**src/hw/rtl/cwa_pkg.sv**
```systemverilog
// cwa_pkg: shared types and constants for the centred window average block.
// Used by every module under hw/rtl; depends on nothing else.
`default_nettype none

package cwa_pkg;

   localparam int SAMPLE_W   = 32;   // sample and average width
   localparam int SUM_W      = 39;   // running sum width
   localparam int RADIUS_W   = 6;    // half width k
   localparam int DIVISOR_W  = 7;    // window size 2k+1
   localparam int HIST_DEPTH = 128;  // sample ring
   localparam int HIST_AW    = 7;
   localparam int SEEN_MAX   = 127;  // sample count saturates here
   localparam int CMD_DEPTH  = 4;    // front to back queue
   localparam int CMD_AW     = 2;
   localparam int STEP_W     = 6;    // divider step counter

   localparam logic signed [SAMPLE_W-1:0] NO_AVERAGE = '1;  // -1

   typedef struct packed {
      logic signed [SAMPLE_W-1:0] sample;
      logic                       end_of_array;
   } cwa_req_type;

   typedef struct packed {
      logic signed [SAMPLE_W-1:0] average;
      logic                       full_window;
      logic                       last_result;
   } cwa_rsp_type;

   // One classified item, as handed from front to back
   typedef struct packed {
      logic                       first;     // item yields a result of its own
      logic                       full;      // that result is a full window
      logic                       last;      // end of array
      logic [RADIUS_W-1:0]        trail;     // trailing -1 results
      logic [DIVISOR_W-1:0]       divisor;
      logic signed [SUM_W-1:0]    dividend;
   } cwa_cmd_type;

   typedef struct packed {
      logic                       start;
      logic [DIVISOR_W-1:0]       divisor;
      logic signed [SUM_W-1:0]    dividend;
   } cwa_div_req_type;

   typedef enum logic [1:0] {
      BACK_IDLE,
      BACK_DIVIDE,
      BACK_PUT,
      BACK_TRAIL
   } cwa_back_state_type;

endpackage

`default_nettype wire

```
**src/hw/rtl/cwa_front.sv**
```systemverilog
// cwa_front: accepts samples, keeps the sample ring and running sum, and
// classifies each sample into a command for the back end. Uses cwa_pkg.
`default_nettype none

module cwa_front (
   input  logic                  clock,
   input  logic                  reset,
   input  logic [5:0]            radius,
   input  logic                  req_push,
   output logic                  req_full,
   input  cwa_pkg::cwa_req_type  req_data,
   output logic                  cmd_push,
   output cwa_pkg::cwa_cmd_type  cmd_data,
   input  logic                  cmd_full
);
   import cwa_pkg::*;

   logic                       accept;
   logic signed [SUM_W-1:0]    sum_ff, sum_in, x_ext, sum_plus;
   logic [HIST_AW-1:0]         seen_ff, seen_in, wp_ff, wp_in, rd_addr, twice_k;
   logic [HIST_AW:0]           seen_next;
   logic                       busy_ff, busy_in, sub_ff, sub_in;
   logic                       bypass_ff;
   logic signed [SAMPLE_W-1:0] x_ff, old_ff, old_val;
   logic signed [SAMPLE_W-1:0] hist_mem [HIST_DEPTH];
   logic                       first, full;
   logic [RADIUS_W-1:0]        trail;

   // Classification of the incoming sample
   assign twice_k   = {radius, 1'b0};
   assign req_full  = busy_ff || cmd_full;
   assign accept    = req_push && !req_full;
   assign x_ext     = SUM_W'(req_data.sample);
   assign sum_plus  = sum_ff + x_ext;
   assign first     = seen_ff >= {1'b0, radius};
   assign full      = seen_ff >= twice_k;
   assign seen_next = {1'b0, seen_ff} + 1'b1;
   assign rd_addr   = wp_ff - twice_k;

   always_comb begin
      if (!req_data.end_of_array) begin
         trail = '0;
      end else if (seen_next < {2'b00, radius}) begin
         trail = seen_next[RADIUS_W-1:0];
      end else begin
         trail = radius;
      end
   end

   // Command towards the back end; nothing is queued for a silent sample
   assign cmd_push          = accept && (first || req_data.end_of_array);
   assign cmd_data.first    = first;
   assign cmd_data.full     = full;
   assign cmd_data.last     = req_data.end_of_array;
   assign cmd_data.trail    = trail;
   assign cmd_data.divisor  = {radius, 1'b1};
   assign cmd_data.dividend = sum_plus;

   // With k of zero the sample leaving the window is the one just written
   assign old_val = bypass_ff ? x_ff : old_ff;

   // Next state: add on transfer, take the oldest sample off in the following cycle
   always_comb begin
      sum_in  = sum_ff;
      seen_in = seen_ff;
      wp_in   = wp_ff;
      busy_in = 1'b0;
      sub_in  = 1'b0;
      if (accept) begin
         busy_in = 1'b1;
         wp_in   = wp_ff + 1'b1;
         seen_in = (seen_ff == HIST_AW'(SEEN_MAX)) ? seen_ff : seen_next[HIST_AW-1:0];
         sub_in  = full && !req_data.end_of_array;
         sum_in  = sum_plus;
         if (req_data.end_of_array) begin
            sum_in  = '0;
            seen_in = '0;
         end
      end else if (busy_ff && sub_ff) begin
         sum_in = sum_ff - SUM_W'(old_val);
      end
   end

   always_ff @(posedge clock) begin
      if (reset) begin
         sum_ff  <= '0;
         seen_ff <= '0;
         wp_ff   <= '0;
         busy_ff <= 1'b0;
         sub_ff  <= 1'b0;
      end else begin
         sum_ff  <= sum_in;
         seen_ff <= seen_in;
         wp_ff   <= wp_in;
         busy_ff <= busy_in;
         sub_ff  <= sub_in;
      end
   end

   // Sample ring: write at the write pointer, registered read 2k behind it
   always_ff @(posedge clock) begin
      if (accept) begin
         hist_mem[wp_ff] <= req_data.sample;
         old_ff          <= hist_mem[rd_addr];
         x_ff            <= req_data.sample;
         bypass_ff       <= (radius == '0);
      end
   end

endmodule

`default_nettype wire

```
**src/hw/rtl/cwa_cmd_queue.sv**
```systemverilog
// cwa_cmd_queue: short command queue between front and back end.
// Uses cwa_pkg for the command type and depth.
`default_nettype none

module cwa_cmd_queue (
   input  logic                  clock,
   input  logic                  reset,
   input  logic                  push,
   input  cwa_pkg::cwa_cmd_type  data_in,
   output logic                  full,
   input  logic                  pop,
   output cwa_pkg::cwa_cmd_type  data_out,
   output logic                  empty
);
   import cwa_pkg::*;

   cwa_cmd_type       entry_mem [CMD_DEPTH];
   logic [CMD_AW-1:0] wr_ptr_ff, wr_ptr_in, rd_ptr_ff, rd_ptr_in;
   logic [CMD_AW:0]   count_ff, count_in;
   logic              do_push, do_pop;

   assign full     = (count_ff == (CMD_AW+1)'(CMD_DEPTH));
   assign empty    = (count_ff == '0);
   assign do_push  = push && !full;
   assign do_pop   = pop && !empty;
   assign data_out = entry_mem[rd_ptr_ff];

   // Pointer and fill count update
   always_comb begin
      wr_ptr_in = do_push ? wr_ptr_ff + 1'b1 : wr_ptr_ff;
      rd_ptr_in = do_pop  ? rd_ptr_ff + 1'b1 : rd_ptr_ff;
      count_in  = count_ff;
      if (do_push && !do_pop) begin
         count_in = count_ff + 1'b1;
      end else if (do_pop && !do_push) begin
         count_in = count_ff - 1'b1;
      end
   end

   always_ff @(posedge clock) begin
      if (reset) begin
         wr_ptr_ff <= '0;
         rd_ptr_ff <= '0;
         count_ff  <= '0;
      end else begin
         wr_ptr_ff <= wr_ptr_in;
         rd_ptr_ff <= rd_ptr_in;
         count_ff  <= count_in;
      end
   end

   always_ff @(posedge clock) begin
      if (do_push) begin
         entry_mem[wr_ptr_ff] <= data_in;
      end
   end

endmodule

`default_nettype wire

```
**src/hw/rtl/cwa_divider.sv**
```systemverilog
// cwa_divider: radix-2 restoring divider, signed 39-bit sum by a 7-bit
// window size, quotient truncated toward zero. Uses cwa_pkg.
`default_nettype none

module cwa_divider (
   input  logic                              clock,
   input  logic                              reset,
   input  cwa_pkg::cwa_div_req_type          div_req,
   output logic                              done,
   output logic signed [cwa_pkg::SAMPLE_W-1:0] quotient
);
   import cwa_pkg::*;

   logic                  busy_ff, busy_in, done_ff, done_in;
   logic                  neg_ff, neg_in;
   logic [STEP_W-1:0]     step_ff, step_in;
   logic [DIVISOR_W-1:0]  rem_ff, rem_in, div_ff, div_in;
   logic [SUM_W-1:0]      work_ff, work_in, magnitude;
   logic [DIVISOR_W:0]    trial, trial_diff;
   logic                  ge;

   // Work on the magnitude, fix the sign at the end
   assign magnitude  = div_req.dividend[SUM_W-1] ? SUM_W'(-div_req.dividend)
                                                 : div_req.dividend;
   assign trial      = {rem_ff, work_ff[SUM_W-1]};
   assign ge         = trial >= {1'b0, div_ff};
   assign trial_diff = trial - {1'b0, div_ff};

   // One quotient bit per cycle
   always_comb begin
      busy_in = busy_ff;
      done_in = 1'b0;
      neg_in  = neg_ff;
      step_in = step_ff;
      rem_in  = rem_ff;
      div_in  = div_ff;
      work_in = work_ff;
      if (div_req.start) begin
         busy_in = 1'b1;
         neg_in  = div_req.dividend[SUM_W-1];
         step_in = STEP_W'(SUM_W - 1);
         rem_in  = '0;
         div_in  = div_req.divisor;
         work_in = magnitude;
      end else if (busy_ff) begin
         rem_in  = ge ? trial_diff[DIVISOR_W-1:0] : trial[DIVISOR_W-1:0];
         work_in = {work_ff[SUM_W-2:0], ge};
         step_in = step_ff - 1'b1;
         if (step_ff == '0) begin
            busy_in = 1'b0;
            done_in = 1'b1;
         end
      end
   end

   always_ff @(posedge clock) begin
      if (reset) begin
         busy_ff <= 1'b0;
         done_ff <= 1'b0;
      end else begin
         busy_ff <= busy_in;
         done_ff <= done_in;
      end
   end

   always_ff @(posedge clock) begin
      neg_ff  <= neg_in;
      step_ff <= step_in;
      rem_ff  <= rem_in;
      div_ff  <= div_in;
      work_ff <= work_in;
   end

   assign done     = done_ff;
   assign quotient = neg_ff ? -work_ff[SAMPLE_W-1:0] : work_ff[SAMPLE_W-1:0];

endmodule

`default_nettype wire

```
**src/hw/rtl/cwa_back.sv**
```systemverilog
// cwa_back: carries out queued commands, runs the divider and drives the
// result register. Uses cwa_pkg.
`default_nettype none

module cwa_back (
   input  logic                              clock,
   input  logic                              reset,
   input  logic                              cmd_empty,
   input  cwa_pkg::cwa_cmd_type              cmd_data,
   output logic                              cmd_pop,
   output cwa_pkg::cwa_div_req_type          div_req,
   input  logic                              div_done,
   input  logic signed [cwa_pkg::SAMPLE_W-1:0] quotient,
   output logic                              rsp_empty,
   input  logic                              rsp_pop,
   output cwa_pkg::cwa_rsp_type              rsp_data
);
   import cwa_pkg::*;

   cwa_back_state_type         state_ff, state_in;
   logic [RADIUS_W-1:0]        trail_ff, trail_in;
   logic                       last_ff, last_in;
   logic signed [SAMPLE_W-1:0] avg_ff, avg_in;
   logic                       fullw_ff, fullw_in;
   logic                       out_valid_ff, out_valid_in, out_load, out_free;
   cwa_rsp_type                out_ff, out_in;

   assign out_free = !out_valid_ff || rsp_pop;

   // Sequencer: one command may give a result and a run of trailing results
   always_comb begin
      state_in         = state_ff;
      trail_in         = trail_ff;
      last_in          = last_ff;
      avg_in           = avg_ff;
      fullw_in         = fullw_ff;
      cmd_pop          = 1'b0;
      div_req.start    = 1'b0;
      div_req.divisor  = cmd_data.divisor;
      div_req.dividend = cmd_data.dividend;
      out_load         = 1'b0;
      out_in           = out_ff;
      case (state_ff)
         BACK_IDLE: begin
            if (!cmd_empty) begin
               cmd_pop  = 1'b1;
               trail_in = cmd_data.trail;
               last_in  = cmd_data.last;
               if (cmd_data.first && cmd_data.full) begin
                  div_req.start = 1'b1;
                  state_in      = BACK_DIVIDE;
               end else if (cmd_data.first) begin
                  avg_in   = NO_AVERAGE;
                  fullw_in = 1'b0;
                  state_in = BACK_PUT;
               end else begin
                  state_in = BACK_TRAIL;
               end
            end
         end
         BACK_DIVIDE: begin
            if (div_done) begin
               avg_in   = quotient;
               fullw_in = 1'b1;
               state_in = BACK_PUT;
            end
         end
         BACK_PUT: begin
            if (out_free) begin
               out_load           = 1'b1;
               out_in.average     = avg_ff;
               out_in.full_window = fullw_ff;
               out_in.last_result = last_ff && (trail_ff == '0);
               state_in           = (trail_ff != '0) ? BACK_TRAIL : BACK_IDLE;
            end
         end
         BACK_TRAIL: begin
            if (out_free) begin
               out_load           = 1'b1;
               out_in.average     = NO_AVERAGE;
               out_in.full_window = 1'b0;
               out_in.last_result = last_ff && (trail_ff == RADIUS_W'(1));
               trail_in           = trail_ff - 1'b1;
               if (trail_ff == RADIUS_W'(1)) begin
                  state_in = BACK_IDLE;
               end
            end
         end
         default: begin
            state_in = BACK_IDLE;
         end
      endcase
   end

   // Result register
   always_comb begin
      if (out_load) begin
         out_valid_in = 1'b1;
      end else if (rsp_pop) begin
         out_valid_in = 1'b0;
      end else begin
         out_valid_in = out_valid_ff;
      end
   end

   always_ff @(posedge clock) begin
      if (reset) begin
         state_ff     <= BACK_IDLE;
         out_valid_ff <= 1'b0;
      end else begin
         state_ff     <= state_in;
         out_valid_ff <= out_valid_in;
      end
   end

   always_ff @(posedge clock) begin
      trail_ff <= trail_in;
      last_ff  <= last_in;
      avg_ff   <= avg_in;
      fullw_ff <= fullw_in;
      out_ff   <= out_in;
   end

   assign rsp_empty = !out_valid_ff;
   assign rsp_data  = out_ff;

endmodule

`default_nettype wire

```
**src/hw/rtl/centered_window_average.sv**
```systemverilog
// centered_window_average: top level of the centred window average block.
// Instantiates cwa_front, cwa_cmd_queue, cwa_back and cwa_divider; uses cwa_pkg.
//
// Usage:
//  - Samples enter through a queue-style port: a transfer happens when req_push
//    is high and req_full is low. end_of_array marks the final sample.
//  - Results leave through a queue-style port: the oldest result sits on
//    rsp_data while rsp_empty is low and is taken when rsp_pop is high.
//  - csr_wr_en writes the half width k from csr_wr_data; only while idle.
//    Values above MAX_RADIUS are used as MAX_RADIUS.
//  - The front end takes no sample while it updates the running sum after a
//    transfer, and queues up to 4 commands. A full-window result goes through
//    the radix-2 divider, and the back end takes no new command until the
//    divider is done; a -1 result skips the divider. The divider loop sets the pace.
//  - Results appear k samples behind the input; the end of an array flushes
//    the trailing -1 results, one per cycle while the receiver keeps taking them.
//  - Reset clears the radius, running sum, counters, queue and result
//    register. The sample ring is not cleared.
//  - When the receiver stalls, the result register holds, the back end waits,
//    the queue fills and req_full rises; nothing is dropped.
`default_nettype none

module centered_window_average #(
   parameter int MAX_RADIUS = 63
) (
   input  logic                 clock,
   input  logic                 reset,
   input  logic                 csr_wr_en,
   input  logic [5:0]           csr_wr_data,
   input  logic                 req_push,
   output logic                 req_full,
   input  cwa_pkg::cwa_req_type req_data,
   output logic                 rsp_empty,
   input  logic                 rsp_pop,
   output cwa_pkg::cwa_rsp_type rsp_data
);
   import cwa_pkg::*;

   logic [RADIUS_W-1:0]        radius_ff, radius_in, radius_eff;
   logic                       cmd_push, cmd_full, cmd_pop, cmd_empty;
   cwa_cmd_type                cmd_wr_data, cmd_rd_data;
   cwa_div_req_type            div_req;
   logic                       div_done;
   logic signed [SAMPLE_W-1:0] quotient;

   // Radius register
   assign radius_in  = csr_wr_en ? csr_wr_data : radius_ff;
   assign radius_eff = (radius_ff > RADIUS_W'(MAX_RADIUS)) ? RADIUS_W'(MAX_RADIUS)
                                                           : radius_ff;

   always_ff @(posedge clock) begin
      if (reset) begin
         radius_ff <= '0;
      end else begin
         radius_ff <= radius_in;
      end
   end

   cwa_front u_front (
      .clock    (clock),
      .reset    (reset),
      .radius   (radius_eff),
      .req_push (req_push),
      .req_full (req_full),
      .req_data (req_data),
      .cmd_push (cmd_push),
      .cmd_data (cmd_wr_data),
      .cmd_full (cmd_full)
   );

   cwa_cmd_queue u_queue (
      .clock    (clock),
      .reset    (reset),
      .push     (cmd_push),
      .data_in  (cmd_wr_data),
      .full     (cmd_full),
      .pop      (cmd_pop),
      .data_out (cmd_rd_data),
      .empty    (cmd_empty)
   );

   cwa_divider u_divider (
      .clock    (clock),
      .reset    (reset),
      .div_req  (div_req),
      .done     (div_done),
      .quotient (quotient)
   );

   cwa_back u_back (
      .clock     (clock),
      .reset     (reset),
      .cmd_empty (cmd_empty),
      .cmd_data  (cmd_rd_data),
      .cmd_pop   (cmd_pop),
      .div_req   (div_req),
      .div_done  (div_done),
      .quotient  (quotient),
      .rsp_empty (rsp_empty),
      .rsp_pop   (rsp_pop),
      .rsp_data  (rsp_data)
   );

`ifndef SYNTH
   // Front only queues a command when there is room for it
   assert property (@(posedge clock) disable iff (reset) cmd_push |-> !cmd_full)
      else $error("command queue overrun");

   // Back only takes a command that is there
   assert property (@(posedge clock) disable iff (reset) cmd_pop |-> !cmd_empty)
      else $error("command queue underrun");

   // A sample transfer is followed by the update cycle for the running sum
   assert property (@(posedge clock) disable iff (reset)
                    (req_push && !req_full) |=> req_full)
      else $error("sample taken during sum update");

   // No result is offered straight after reset
   assert property (@(posedge clock) $past(reset) |-> rsp_empty)
      else $error("result offered after reset");
`endif

endmodule

`default_nettype wire

```
**config.mk**
```make
export PLATFORM = sky130hd
export DESIGN_NAME = centered_window_average
export DESIGN_NICKNAME = d
export VERILOG_FILES = /design/src/hw/rtl/cwa_pkg.sv /design/src/hw/rtl/cwa_front.sv /design/src/hw/rtl/cwa_cmd_queue.sv /design/src/hw/rtl/cwa_divider.sv /design/src/hw/rtl/cwa_back.sv /design/src/hw/rtl/centered_window_average.sv
export SDC_FILE = /design/constraint.sdc
export NUM_CORES = 2
export LEC_CHECK = 0
export BUFFER_PORTS_ARGS = -buffer_cell sky130_fd_sc_hd__buf_2
export CORE_ASPECT_RATIO = 0.8
export CORE_MARGIN = 2
export CORE_UTILIZATION = 50
export DETAILED_ROUTE_END_ITERATION = 10
export PLACE_DENSITY = 0.7
export SLEW_MARGIN = 20
export SYNTH_ARGS = -nofsm -noshare
export SYNTH_HDL_FRONTEND = slang
export SYNTH_MEMORY_MAX_BITS = 65536
export SYNTH_SLANG_ARGS = --single-unit
```
**constraint.sdc**
```tcl
create_clock -name clock -period 6.6 [get_ports clock]
set_clock_uncertainty 0.15 [all_clocks]
set_input_delay 0.66 -clock clock [delete_from_list [all_inputs] [get_ports clock]]
set_output_delay 0.66 -clock clock [all_outputs]
set_load 0.005 [all_outputs]
```
==> results.toml <==
[run_status]
status = "finished, final reports clean"

[finish]
areaGrowthSynthToFinish_pct = 12.4
instances_no_fill = 13900
final_cell_mix = "edfxtp_1, mux4_2, clkbuf_16, nand2_1, buf_4"
layout-drive-gt1-share = 0.271
mostFrequentLayoutCell = "edfxtp_1"
fin_util = 0.564
finalNetCount = 8911

[placed_design]
placed_cells = 13100
portBuffers = 79
dpl.hpwl_um = 292000
dp_slack_ps = 1040
place_congestion = 0.885

[yosys]
synthesis.area_um2 = 181000
syn_nets = 8510
synth-seq-cells = 4585
ys_warn_count = 0
yosysTopAreaCell = "edfxtp_1"
avgSynthCellArea_um2 = 21.7
synthTopCellsByArea = "edfxtp_1, mux4_2, dfxtp_1"
synthCells = 8341
synth.distinct_cells = 79
synth_edf_count = 4497
synth_top_cell_area_share = 0.747
synth_flop_cell = "edfxtp_1"
synthArstFlopShare = 0
synth_seq_area_share = 0.757

[floorplanning]
die_x_um = 676
io_pins = 80
coreArea_um2 = 360000
start_util = 0.502
die_h_um = 542
placementRows = 197
die_area_um2 = 366000

[cts]
postCtsHoldBufs = 24
cts_tree = "built"
cts.clk_slew.worst_paths_ps = 60
cts_num_sinks = 4585
clk_latency_ps = 1000
cts-root-buf = "clkbuf_16"
h-tree-depth = 5
cts_setup_buffers = 0
cts_buffers = 422
cts_resized = 0
clock_path_buffers = 4

[route]
ant_nets = 0
wl_per_cell_um = 35.3
num_vias = 91900
routed_wl_um = 490000
post-route-drc-count = 0
drt_iter0_drc = 15900
drt_first_pass_iters = 9
viasPerCell = 6.62

[power]
switching_power_mw = 19.5
p_per_area_nw_per_um2 = 351
p_leak_nw = 63.4
comb_power_share = 0.196
p_seq_frac = 0.472
intPower_mw = 51.8
swShare = 0.273
p_clk_frac = 0.332
ir_worst_vdd_mv = 0.252

[timing]
max_freq_ghz = 0.176
setup-tns-final_ps = 0
hold_viol = 0
rsz0062_at_grt = "false"
slew_violations = 0
setup_ws_ps = 924
period_share = 0.860
relSlewSlack = 0.178
worstMarginPinSlew_ps = 1230
setup_viol = 0
whs_ps = 63.8
fin_crit_ps = 5680

[critical_path]
path_buf_inv = 3
critical_path_cell_count = 12
criticalPathCategory = "reg -> reg"
cp_cell_sequence = "inv_1 -> ha_1 -> a21o_1 -> a21o_1 -> a21o_1 -> a21oi_1 -> xor2_4 -> buf_12 -> buf_4 -> mux2i_1 -> a32oi_1 -> and3_1"
path_delay_family = "compound AO/OA/AOI/OAI gates"
arrival_ps = 6250
cp-start-kind = "register"
r2r_cells = 12
path_max_fanout = 27
critPathRequiredTime_ps = 7170
cp_common_cell = "a21o_1"
critPathSlowestCell = "mux2i_1"
end_kind = "register"
slowest_delay_ps = 780

[job]
maxCapViolCount = 0

[global_routing]
antenna_found_initial = 54
overflow = 0
grt_pass1_vias = 89100
grtUsageTotal = 0.267
grt_pass1_wl_um = 688000
grt_max_degree = 130

[worst_hold_path]
hold_path_class = "in -> reg"
whs_path_depth = 1
state kept, by name (all words and copies together) (netlist names), 2 cells and up, named ones only:
register / flops
u_queue.rd_ptr_ff: 2
u_queue.count_ff: 3
u_front.seen_ff: 7
u_queue.entry_mem: 216
u_front.sum_ff: 39
u_back.rsp_data: 34
u_back.avg_ff: 32
u_front.wp_ff: 7
u_divider.div_ff: 6
u_divider.rem_ff: 7
u_front.hist_mem: 4096
u_back.state_ff: 2
u_divider.step_ff: 6
radius_ff: 6
u_front.x_ff: 32
u_queue.wr_ptr_ff: 2
u_front.old_ff: 32
u_divider.work_ff: 39
u_back.trail_ff: 6
power by group through the flow:
stage | registers [mW] | logic [mW] | clock network [mW]
after detailed placement | 34.3 | 13.8 | 0
after floorplan | 33.9 | 9.24 | 0
after CTS | 33.6 | 13.9 | 23.9
after global placement | 34.2 | 13.7 | 0
after global routing | 33.7 | 14.8 | 25.0
final | 33.7 | 14.0 | 23.7
area by class of cell:
| class | instances | area, um2 |
|---|---|---|
| clock buffers | 516 | 11000 |
| inverters | 62 | 235 |
| multi-input cells | 3260 | 43100 |
| clock inverters | 261 | 2300 |
| diodes | 16 | 40.0 |
| well taps | 4776 | 5980 |
| flip-flops and latches | 4585 | 137000 |
| repair buffers | 411 | 3600 |
| fillers | 25700 | 157000 |
cells by family (layout without fill, tap and decap cells):
kind of cell,Yosys count,in the layout,synth area share
AO/OA/AOI/OAI,519,519,0.0186
AND/OR/NAND/NOR,1038,1038,0.0263
XOR/XNOR,157,157,0.00761
flip-flops,4585,4585,0.757
adder cells (fa/ha/maj),125,125,0.00886
buffers and inverters,496,1250,0.0104
other,0,16,0
multiplexers,1421,1421,0.171
metrics by stage:
stage / cell area [um2] / total power, mW
3_3_place_gp: 189000 / 47.9
6_report: 203000 / 71.3
2_1_floorplan: 181000 / 43.1
5_1_grt: 203000 / 73.5
4_1_cts: 203000 / 71.4
3_5_place_dp: 189000 / 48.1
worst register-to-register path, cell delays in order (launching register included):
cell and delay [ps]:
dfxtp_1 470, inv_1 250, ha_1 360, a21o_1 180, a21o_1 240, a21o_1 230
a21oi_1 490, xor2_4 700, buf_12 370, buf_4 460, mux2i_1 780, a32oi_1 470
and3_1 300
Yosys cell counts, types with 61 or more instances:
cell	count
o21ai_0	110
ha_1	120
inv_1	61
edfxtp_1	4497
clkbuf_1	305
dfxtp_1	88
nand2_1	377
xnor2_1	69
a21oi_1	126
nand3_1	109
mux4_2	1332
buf_1	120
nor2_1	282
xor2_1	88
mux2i_1	82
per-layer routing:
metal  vias to the layer above  global-route usage  part of all wire
met5                         -                   0           0.00044
met4                        30              0.0854             0.037
met3                       892              0.0710              0.13
met2                      6430               0.398              0.45
met1                     48700               0.388              0.38
li1                      35800                   -                 -
final timing paths:
path | startpoint | endpoint | slack [ps]
min reg2reg | u_back.avg_ff[26]$_SDFFCE_PN1P_ | u_back.rsp_data[28]$_SDFFCE_PP1P_ | 340
max reg2reg | radius_ff[1]$_SDFFE_PP0P_ | u_front.old_ff[23]$_DFFE_PP_ | 920
max | radius_ff[1]$_SDFFE_PP0P_ | u_front.old_ff[23]$_DFFE_PP_ | 920
min | req_data[16] | u_front.hist_mem[56][15]$_DFFE_PP_ | 60
Power figures use the tool's default switching activity.
